--- config.mk ---
export PLATFORM = sky130hd
export DESIGN_NAME = adc_moving_average_top
export DESIGN_NICKNAME = d
export VERILOG_FILES = /design/src/hdl/adcma_pkg.sv /design/src/hdl/adcma_ram.sv /design/src/hdl/adc_moving_average_top.sv
export SDC_FILE = /design/constraint.sdc
export NUM_CORES = 1
export LEC_CHECK = 0
export ABC_AREA = 1
export BUFFER_PORTS_ARGS = -buffer_cell sky130_fd_sc_hd__buf_2
export CAP_MARGIN = 20
export CORE_UTILIZATION = 50
export DETAILED_ROUTE_END_ITERATION = 8
export PLACE_DENSITY = 0.79
export SETUP_SLACK_MARGIN = 0.05
export SYNTH_ARGS = -nofsm -noshare
export SYNTH_HDL_FRONTEND = slang
export SYNTH_SLANG_ARGS = --single-unit
export TNS_END_PERCENT = 100
--- constraint.sdc ---
create_clock -name clk -period 3.8 [get_ports clk]
set_clock_uncertainty 0.05 [all_clocks]
set_input_delay 0.19 -clock clk [delete_from_list [all_inputs] [get_ports clk]]
set_output_delay 0.19 -clock clk [all_outputs]
set_load 0.05 [all_outputs]
--- src/hdl/adcma_pkg.sv ---
// Package for the converter moving-average block.
// Holds field widths, the default window length and the sequencer state type.
// Used by the top module and the checker; depends on nothing.
package adcma_pkg;

    localparam int SAMPLE_W   = 10;
    localparam int AVG_W      = 10;
    localparam int DEF_WINDOW = 100;
    localparam int STEP_W     = $clog2(AVG_W + 1);

    typedef enum logic [3:0]
    {
        ST_IDLE   = 4'b0001,
        ST_UPDATE = 4'b0010,
        ST_DIV    = 4'b0100,
        ST_DONE   = 4'b1000
    } state_t;

endpackage

--- src/hdl/adcma_ram.sv ---
// Generic single-port-write, single-port-read RAM with a registered read.
// Used for the sample ring store; depends on nothing.
module adcma_ram #(
    parameter int WIDTH = 10,
    parameter int DEPTH = 100
) (
    input  logic                     clk,
    input  logic                     wr_en,
    input  logic [$clog2(DEPTH)-1:0] wr_addr,
    input  logic [WIDTH-1:0]         wr_data,
    input  logic [$clog2(DEPTH)-1:0] rd_addr,
    output logic [WIDTH-1:0]         rd_data
);

    logic [WIDTH-1:0] mem [DEPTH];

    always_ff @(posedge clk)
    begin
        if (wr_en)
        begin
            mem[wr_addr] <= wr_data;
        end
        rd_data <= mem[rd_addr];
    end

endmodule

--- src/hdl/adc_moving_average_top.sv ---
// An accepted input passes through the update, divide and done states before its
// result is registered; no new input is taken until that result is loaded. The
// bit-serial divider retires one quotient bit per cycle.
// A finished result waits in the output register while the next input is taken.
// Reset is asynchronous and active low; it empties the window and the sum.
// The sample store holds no reset; its read data is used only after every slot is written.
module adc_moving_average_top #(
    parameter int WINDOW = adcma_pkg::DEF_WINDOW
) (
    input  logic                          clk,
    input  logic                          rst_n,
    input  logic                          in_valid,
    output logic                          in_stall,
    input  logic [adcma_pkg::SAMPLE_W-1:0] sample,
    output logic                          out_valid,
    input  logic                          out_stall,
    output logic [adcma_pkg::AVG_W-1:0]   average,
    output logic                          window_full
);

    import adcma_pkg::*;

    localparam int IDX_W = $clog2(WINDOW);
    localparam int CNT_W = $clog2(WINDOW + 1);
    localparam int SUM_W = $clog2(WINDOW * ((1 << SAMPLE_W) - 1) + 1);
    localparam int DVS_W = CNT_W + AVG_W - 1;
    localparam int DIV_W = (SUM_W > DVS_W) ? SUM_W : DVS_W;

    state_t             state_reg, state_next;
    logic [SAMPLE_W-1:0] sample_reg, sample_next;
    logic [SUM_W-1:0]   sum_reg, sum_next;
    logic [IDX_W-1:0]   idx_reg, idx_next;
    logic               filled_reg, filled_next;
    logic [DIV_W-1:0]   rem_reg, rem_next;
    logic [DIV_W-1:0]   dvs_reg, dvs_next;
    logic [AVG_W-1:0]   quo_reg, quo_next;
    logic [STEP_W-1:0]  step_reg, step_next;
    logic               out_valid_reg, out_valid_next;
    logic [AVG_W-1:0]   average_reg, average_next;
    logic               full_reg, full_next;

    logic [SAMPLE_W-1:0] old_sample;
    logic [SAMPLE_W-1:0] leaving;
    logic [CNT_W-1:0]    divisor;
    logic                ram_wr_en;
    logic                fits;
    logic                out_load;

    adcma_ram #(
        .WIDTH (SAMPLE_W),
        .DEPTH (WINDOW)
    ) u_store (
        .clk     (clk),
        .wr_en   (ram_wr_en),
        .wr_addr (idx_reg),
        .wr_data (sample_reg),
        .rd_addr (idx_reg),
        .rd_data (old_sample)
    );

    assign in_stall    = (state_reg != ST_IDLE);
    assign out_valid   = out_valid_reg;
    assign average     = average_reg;
    assign window_full = full_reg;

    assign ram_wr_en = (state_reg == ST_UPDATE);
    assign leaving   = filled_reg ? old_sample : '0;
    assign divisor   = filled_reg ? CNT_W'(WINDOW) : (CNT_W'(idx_reg) + CNT_W'(1));
    assign fits      = (rem_reg >= dvs_reg);
    assign out_load  = (state_reg == ST_DONE) && (!out_valid_reg || !out_stall);

    always_comb
    begin
        state_next     = state_reg;
        sample_next    = sample_reg;
        sum_next       = sum_reg;
        idx_next       = idx_reg;
        filled_next    = filled_reg;
        rem_next       = rem_reg;
        dvs_next       = dvs_reg;
        quo_next       = quo_reg;
        step_next      = step_reg;
        out_valid_next = out_valid_reg;
        average_next   = average_reg;
        full_next      = full_reg;

        if (out_valid_reg && !out_stall)
        begin
            out_valid_next = 1'b0;
        end

        case (state_reg)
            ST_IDLE:
            begin
                if (in_valid)
                begin
                    sample_next = sample;
                    state_next  = ST_UPDATE;
                end
            end
            ST_UPDATE:
            begin
                sum_next  = sum_reg - SUM_W'(leaving) + SUM_W'(sample_reg);
                rem_next  = DIV_W'(sum_next);
                dvs_next  = DIV_W'(divisor) << (AVG_W - 1);
                quo_next  = '0;
                step_next = STEP_W'(AVG_W);
                if (idx_reg == IDX_W'(WINDOW - 1))
                begin
                    idx_next    = '0;
                    filled_next = 1'b1;
                end
                else
                begin
                    idx_next = idx_reg + IDX_W'(1);
                end
                state_next = ST_DIV;
            end
            ST_DIV:
            begin
                if (fits)
                begin
                    rem_next = rem_reg - dvs_reg;
                end
                dvs_next  = dvs_reg >> 1;
                quo_next  = {quo_reg[AVG_W-2:0], fits};
                step_next = step_reg - STEP_W'(1);
                if (step_reg == STEP_W'(1))
                begin
                    state_next = ST_DONE;
                end
            end
            ST_DONE:
            begin
                if (out_load)
                begin
                    out_valid_next = 1'b1;
                    average_next   = quo_reg;
                    full_next      = filled_reg;
                    state_next     = ST_IDLE;
                end
            end
            default:
            begin
                state_next = ST_IDLE;
            end
        endcase
    end

    always_ff @(posedge clk or negedge rst_n)
    begin
        if (!rst_n)
        begin
            state_reg     <= ST_IDLE;
            sum_reg       <= '0;
            idx_reg       <= '0;
            filled_reg    <= 1'b0;
            step_reg      <= '0;
            out_valid_reg <= 1'b0;
        end
        else
        begin
            state_reg     <= state_next;
            sum_reg       <= sum_next;
            idx_reg       <= idx_next;
            filled_reg    <= filled_next;
            step_reg      <= step_next;
            out_valid_reg <= out_valid_next;
        end
    end

    always_ff @(posedge clk)
    begin
        sample_reg  <= sample_next;
        rem_reg     <= rem_next;
        dvs_reg     <= dvs_next;
        quo_reg     <= quo_next;
        average_reg <= average_next;
        full_reg    <= full_next;
    end

endmodule

==> flow_metrics.tcl, run 1 <==
set metrics [dict create \
    synth-simple-area-share_pct 24.2 \
    wirelength_mm 124 \
    power.density_nw_per_um2 742 \
    postRouteAntennaNets 0 \
    port-buffer-count 26 \
    yosys-top-cells-area "edfxtp_1 (66%), nand2_1 (21%), nor2_1 (1.9%)" \
    htreeDepth 3 \
    async_reset_ff_share_pct 3.07 \
    finalCritPeriodShare_pct 81.8 \
    track_usage_pct 25.4 \
    slew_viol_final 0 \
    gp_congestion 0.936 \
    fin_nets 4955 \
    overflow 0 \
    post_cts_resized 0 \
    ys_seq_area_share_pct 68.3 \
    fmax_mhz 322 \
    end_kind "flip-flop" \
    maxCapViolCount 0 \
    rr_endpoint "u_store.rd_data[4]" \
    numCtsBuffers 110 \
    rows 113 \
    max_slew_margin_pct 25.9 \
    syn_to_final_growth_pct 12.2 \
    yosys_most_used_dff "edfxtp_1" \
    r2r-start "idx_reg[0]" \
    worstSetupStartpointType "flip-flop" \
    status "finished, final reports clean" \
    drc_errors 0 \
    hold_start "sample[4]" \
    drtIter0Drc 4397 \
    syn_area_um2 48300 \
    period_needed_ps 3110 \
    synth_top_area_cell "edfxtp_1" \
    coreArea_um2 95300 \
    io_pins 27 \
    yosysWarningCount 0 \
    ys_top_cells_by_count "nand2_1 (2705), edfxtp_1 (1064), nor2_1 (248)" \
    hpwl_mm 72.6 \
    required_ps 4400 \
    synth_compound_area_share_pct 2.03 \
    ys_types 41 \
    num_antenna_cells 0 \
    cts_tree "yes" \
    clkTransAtPathRegs_ps 60 \
    ctsHoldBuffers 13 \
    largest_reg_flops 1000 \
    drive_above_1_share_pct 7.43 \
    synth_xor_area_share_pct 0.290 \
    r2r_cells 14 \
    whs_ps 173 \
    antenna_found_initial 0 \
    grt_pass1_wl_mm 191 \
    post_cts_buffers 0 \
    crit_arrival_ps 3710 \
    synth_edf_count 1064 \
    start_util_pct 50.7 \
    synth_most_common_cell "nand2_1" \
    die_w_um 313 \
    die_area_um2 97900 \
    finalSetupTns_ps 0 \
    vias 34100 \
    first_pass_iters 6 \
    hold_end "sample_reg[4]" \
    cts.sinks 1108 \
    cts_root_buf "clkbuf_16" \
    setup_viol 0 \
    hold_class "primary input to flip-flop" \
    rrSetupSlack_ps 690 \
    worstMarginPinSlew_ps 1110 \
    synthesis.nets 4863 \
    p_leak_nw 22.6 \
    rsz0062_at_grt "false" \
    yosys_register_bits 1108 \
    crit_type "flip-flop to flip-flop" \
    grt_pass1_vias 33200 \
    syn_inst 4802 \
    hold_depth 2 \
    synthAdderAreaFrac_pct 1.39 \
    synth_area_per_cell_um2 10.1 \
    routed_via_density 5.46 \
    yosys-mux-area-fraction_pct 0.0207 \
    finalHoldViolations 0 \
    grt_max_degree 152 \
    vdd_ir_drop_max_mv 0.800 \
    yosys.area.top_type_share_pct 66.1 \
    worstSkewPairLatency_ps 730 \
    synth_top_family_by_area "simple AND/OR/NAND/NOR gates" \
    clockBufferDepth 3 \
    wire_per_inst_um 19.9 \
    crit_fanout 139 \
    die_y_um 313 \
]
[cell usage in the layout, fill, tap and decap left out, types with 20 or more instances in the layout]
cell type  instances
clkbuf_16        112
inv_1            166
clkinv_2          20
a21oi_1           70
nand3_1           67
ha_1              36
clkinv_1          29
buf_4            143
edfxtp_1        1064
nand2_1         2705
dfrtp_1           30
buf_2             26
nor2_1           246
o21ai_0           68
[layout make-up]
cell class              count  area [µm²]
repair buffers            196        1640
clock buffers             134        2950
multi-input cells        3306       13500
clock inverters            75         818
flip-flops and latches   1108       33000
fillers                  7657       41100
inverters                 172         669
well taps                1265        1580
[worst max path at each step]
stage	cells past startpoint	endpoint	slack (ps)	startpoint
finish	14	u_store.rd_data[4]	690	idx_reg[0]
global placement	14	u_store.rd_data[4]	870	idx_reg[0]
floorplan	12	rem_reg[10]	60	sample_reg[2]
global route	14	u_store.rd_data[4]	510	idx_reg[0]
detailed placement	14	u_store.rd_data[4]	830	idx_reg[0]
CTS	6	u_store.mem[65][9]	770	state_reg[3]
[cells by family after synthesis]
group,after synthesis
simple gates,3061
flops,1108
buf+inv,388
compound gates,181
fa+ha+maj,47
xor+xnor,16
mux,1
[power by group]
part | leakage, nW | total (mW) | internal [mW] | switching, mW
Sequential | 10.1 | 15.0 | 14.6 | 0.418
Combinational | 10.7 | 14.0 | 3.72 | 10.3
Clock | 1.83 | 11.2 | 6.49 | 4.76
Total | 22.6 | 40.2 | 24.8 | 15.4
[metrics by stage]
step                      cell area (µm²)  worst slack (ps)  instances  util (%)  total power, mW
after floorplan                     48300              60.2       4802         -             24.6
after global placement              50200               875       6030      52.7             28.4
after detailed placement            50200               831       6030      52.7             28.8
after CTS                           54100               774       6252      56.8             40.0
after global routing                54200               513       6256      56.9             42.2
final                               54200               693       6256      56.9             40.2
[metal layers]
metal	GRT usage, %	vias up	routed length (µm)
li1	-	15800	-
met1	33.6	16100	47800
met2	41.0	1861	58800
met3	4.66	334	12300
met4	11.4	0	5420
met5	0	-	0
[critical path: stages (launching register included)]
cell and delay [ps]:
dfrtp_4 610, buf_12 430, buf_4 580, nand2_1 100, nand2_1 100, nand2_1 60, nand2_1 90, nand2_1 70
nand2_1 240, nand2_1 110, nand3_1 100, nand2_1 50, nand2_1 140, inv_1 60, nand2_1 60
No activity file was read; power rests on OpenSTA's default activity.
==> run 2: changes to the inputs <==
--- a/config.mk
+++ b/config.mk
@@ -10,7 +10,7 @@
 export CAP_MARGIN = 20
 export CORE_UTILIZATION = 50
 export DETAILED_ROUTE_END_ITERATION = 8
-export PLACE_DENSITY = 0.79
+export PLACE_DENSITY = 0.76
 export SETUP_SLACK_MARGIN = 0.05
 export SYNTH_ARGS = -nofsm -noshare
 export SYNTH_HDL_FRONTEND = slang
==> constraint.sdc (replaced) <==
create_clock -name clk -period 3.1 [get_ports clk]
set_clock_uncertainty 0.05 [all_clocks]
set_input_delay 0.155 -clock clk [delete_from_list [all_inputs] [get_ports clk]]
set_output_delay 0.155 -clock clk [all_outputs]
set_load 0.05 [all_outputs]
==> run 2 against run 1 <==
  * Setup slack lost 380 ps
  * Power grew 22%
  * Clock-buffer cell count grew 3
  * Critical path depth shrank 1
  * Worst hold slack lost 47 ps
  * Die area is the same
  * Critical endpoint is now rem_reg[13]
  * Largest cell class unchanged
==> flow_metrics.tcl, run 2 (synthesized netlist as in run 1, its figures left out) <==
set metrics [dict create \
    end_kind "flip-flop" \
    drc_errors 0 \
    overflow 0 \
    numCtsBuffers 109 \
    crit_buf_inv 3 \
    post_cts_buffers 0 \
    ctsHoldBuffers 13 \
    worstSetupStartpointType "flip-flop" \
    hold_class "primary input to async pin" \
    finalCritPeriodShare_pct 89.9 \
    cts_root_buf "clkbuf_16" \
    grt_max_degree 118 \
    crit_fanout 13 \
    worstMarginPinSlew_ps 1120 \
    cp_top_family "simple AND/OR/NAND/NOR gates" \
    port-buffer-count 26 \
    num_antenna_cells 0 \
    wirelength_mm 123 \
    clockBufferDepth 3 \
    dp.cells 6086 \
    die_area_um2 97900 \
    whs_ps 126 \
    clkTransAtPathRegs_ps 70 \
    grt_pass1_vias 32800 \
    worstSkewPairLatency_ps 700 \
    worstPathCellList "nand2_1, inv_1, fa_1, inv_2, ha_4, nand2_2, inv_1, a21oi_2, nor2_1, nor3_1, nand3_1, nand3_1, nand2_1" \
    gp_congestion 0.955 \
    rsz0062_at_grt "false" \
    syn_to_final_growth_pct 12.9 \
    io_pins 27 \
    postRouteAntennaNets 0 \
    required_ps 3500 \
    slowest_delay_ps 550 \
    coreArea_um2 95300 \
    fmax_mhz 359 \
    drtIter0Drc 4108 \
    instances_no_fill 6310 \
    finalHoldViolations 0 \
    antenna_found_initial 2 \
    htreeDepth 3 \
    crit_slowest_cell "fa_1" \
    p_leak_nw 22.8 \
    vdd_ir_drop_max_mv 0.561 \
    hpwl_mm 74.2 \
    drive_above_1_share_pct 8.98 \
    track_usage_pct 25.0 \
    fin_nets 5009 \
    crit_arrival_ps 3190 \
    routed_via_density 5.38 \
    start_util_pct 50.7 \
    first_pass_iters 6 \
    power.density_nw_per_um2 899 \
    fin_ws_ps 314 \
    slew_viol_final 0 \
    fin_total_pwr_mw 49.0 \
    setup_viol 0 \
    largest_reg_flops 1000 \
    status "finished, final reports clean" \
    grt_pass1_wl_mm 189 \
    final_cell_mix "nand2_1 (2698), edfxtp_1 (1064), nor2_1 (246)" \
    cts_tree "yes" \
    wire_per_inst_um 19.4 \
    die_w_um 313 \
    vias 33900 \
    die_y_um 313 \
    rows 113 \
    dp_slack_ps 337 \
    post_cts_resized 0 \
    max_slew_margin_pct 25.0 \
    maxCapViolCount 0 \
    crit_type "flip-flop to flip-flop" \
    cts.sinks 1108 \
    period_needed_ps 2790 \
    finalSetupTns_ps 0 \
    layout_commonest_cell "nand2_1" \
]
run 2: changes by cell type in the layout (fill, tap and decap cells not counted), moves of 5 or more:
cell	change
nand2_1	-7
clkbuf_1	+8
buf_4	+47
ha_1	-7
buf_12	+9
ha_4	+7
nand2_2	+7
o21ai_0	-7
bufinv_16	-8
clkinv_2	+10
o21ai_1	+5
clkinv_1	-5
inv_1	-6
inv_2	+6
run 2: metrics by stage:
stage / utilization (%) / area [µm²]
after CTS: 57.2 / 54500
after global routing: 57.2 / 54500
after detailed placement: 53.4 / 50900
final: 57.2 / 54500
after global placement: 53.4 / 50900
after floorplan: - / 48500
run 2: layout make-up:
| class | instances | area, µm² |
|---|---|---|
| tap | 1265 | 1580 |
| clock buffer | 137 | 2900 |
| multi-input combinational | 3306 | 13700 |
| inverter | 172 | 669 |
| fill | 7678 | 40800 |
| sequential | 1108 | 33000 |
| clock inverter | 71 | 568 |
| timing repair buffer | 251 | 2140 |
run 2: path summary, 6_finish.rpt:
check | start | to | slack [ps] | cells after the start
max | filled_reg | rem_reg[13] | 310 | 13
min | rst_n | idx_reg[5] | 130 | 2
max reg2reg | filled_reg | rem_reg[13] | 310 | 13
min reg2reg | quo_reg[9] | average[9] | 390 | 0
max in group asynchronous | rst_n | idx_reg[1] | 2150 | 2
min in group clk | sample[2] | sample_reg[2] | 130 | 2
run 2: per-layer routing:
metal / vias to the layer above / track usage (%) / part of all wire, %
met2: 1742 / 40.0 / 46
met3: 331 / 4.37 / 9.9
met4: 2 / 12.2 / 4.8
met5: - / 0 / 0.011
met1: 15900 / 33.2 / 39
li1: 15900 / - / -
run 2: worst register-to-register path, cell delays in order, from the launching register on:
cell and delay, ps:
dfrtp_1 520, nand2_1 120, inv_1 60, fa_1 550, inv_2 50, ha_4 240, nand2_2 90, inv_1 70
a21oi_2 140, nor2_1 60, nor3_1 290, nand3_1 160, nand3_1 100, nand2_1 60
run 2: report_power, final:
group | internal [mW] | leakage [nW] | switching [mW]
clock network | 7.15 | 1.71 | 5.67
logic | 5.08 | 11.0 | 12.8
registers | 17.9 | 10.1 | 0.444
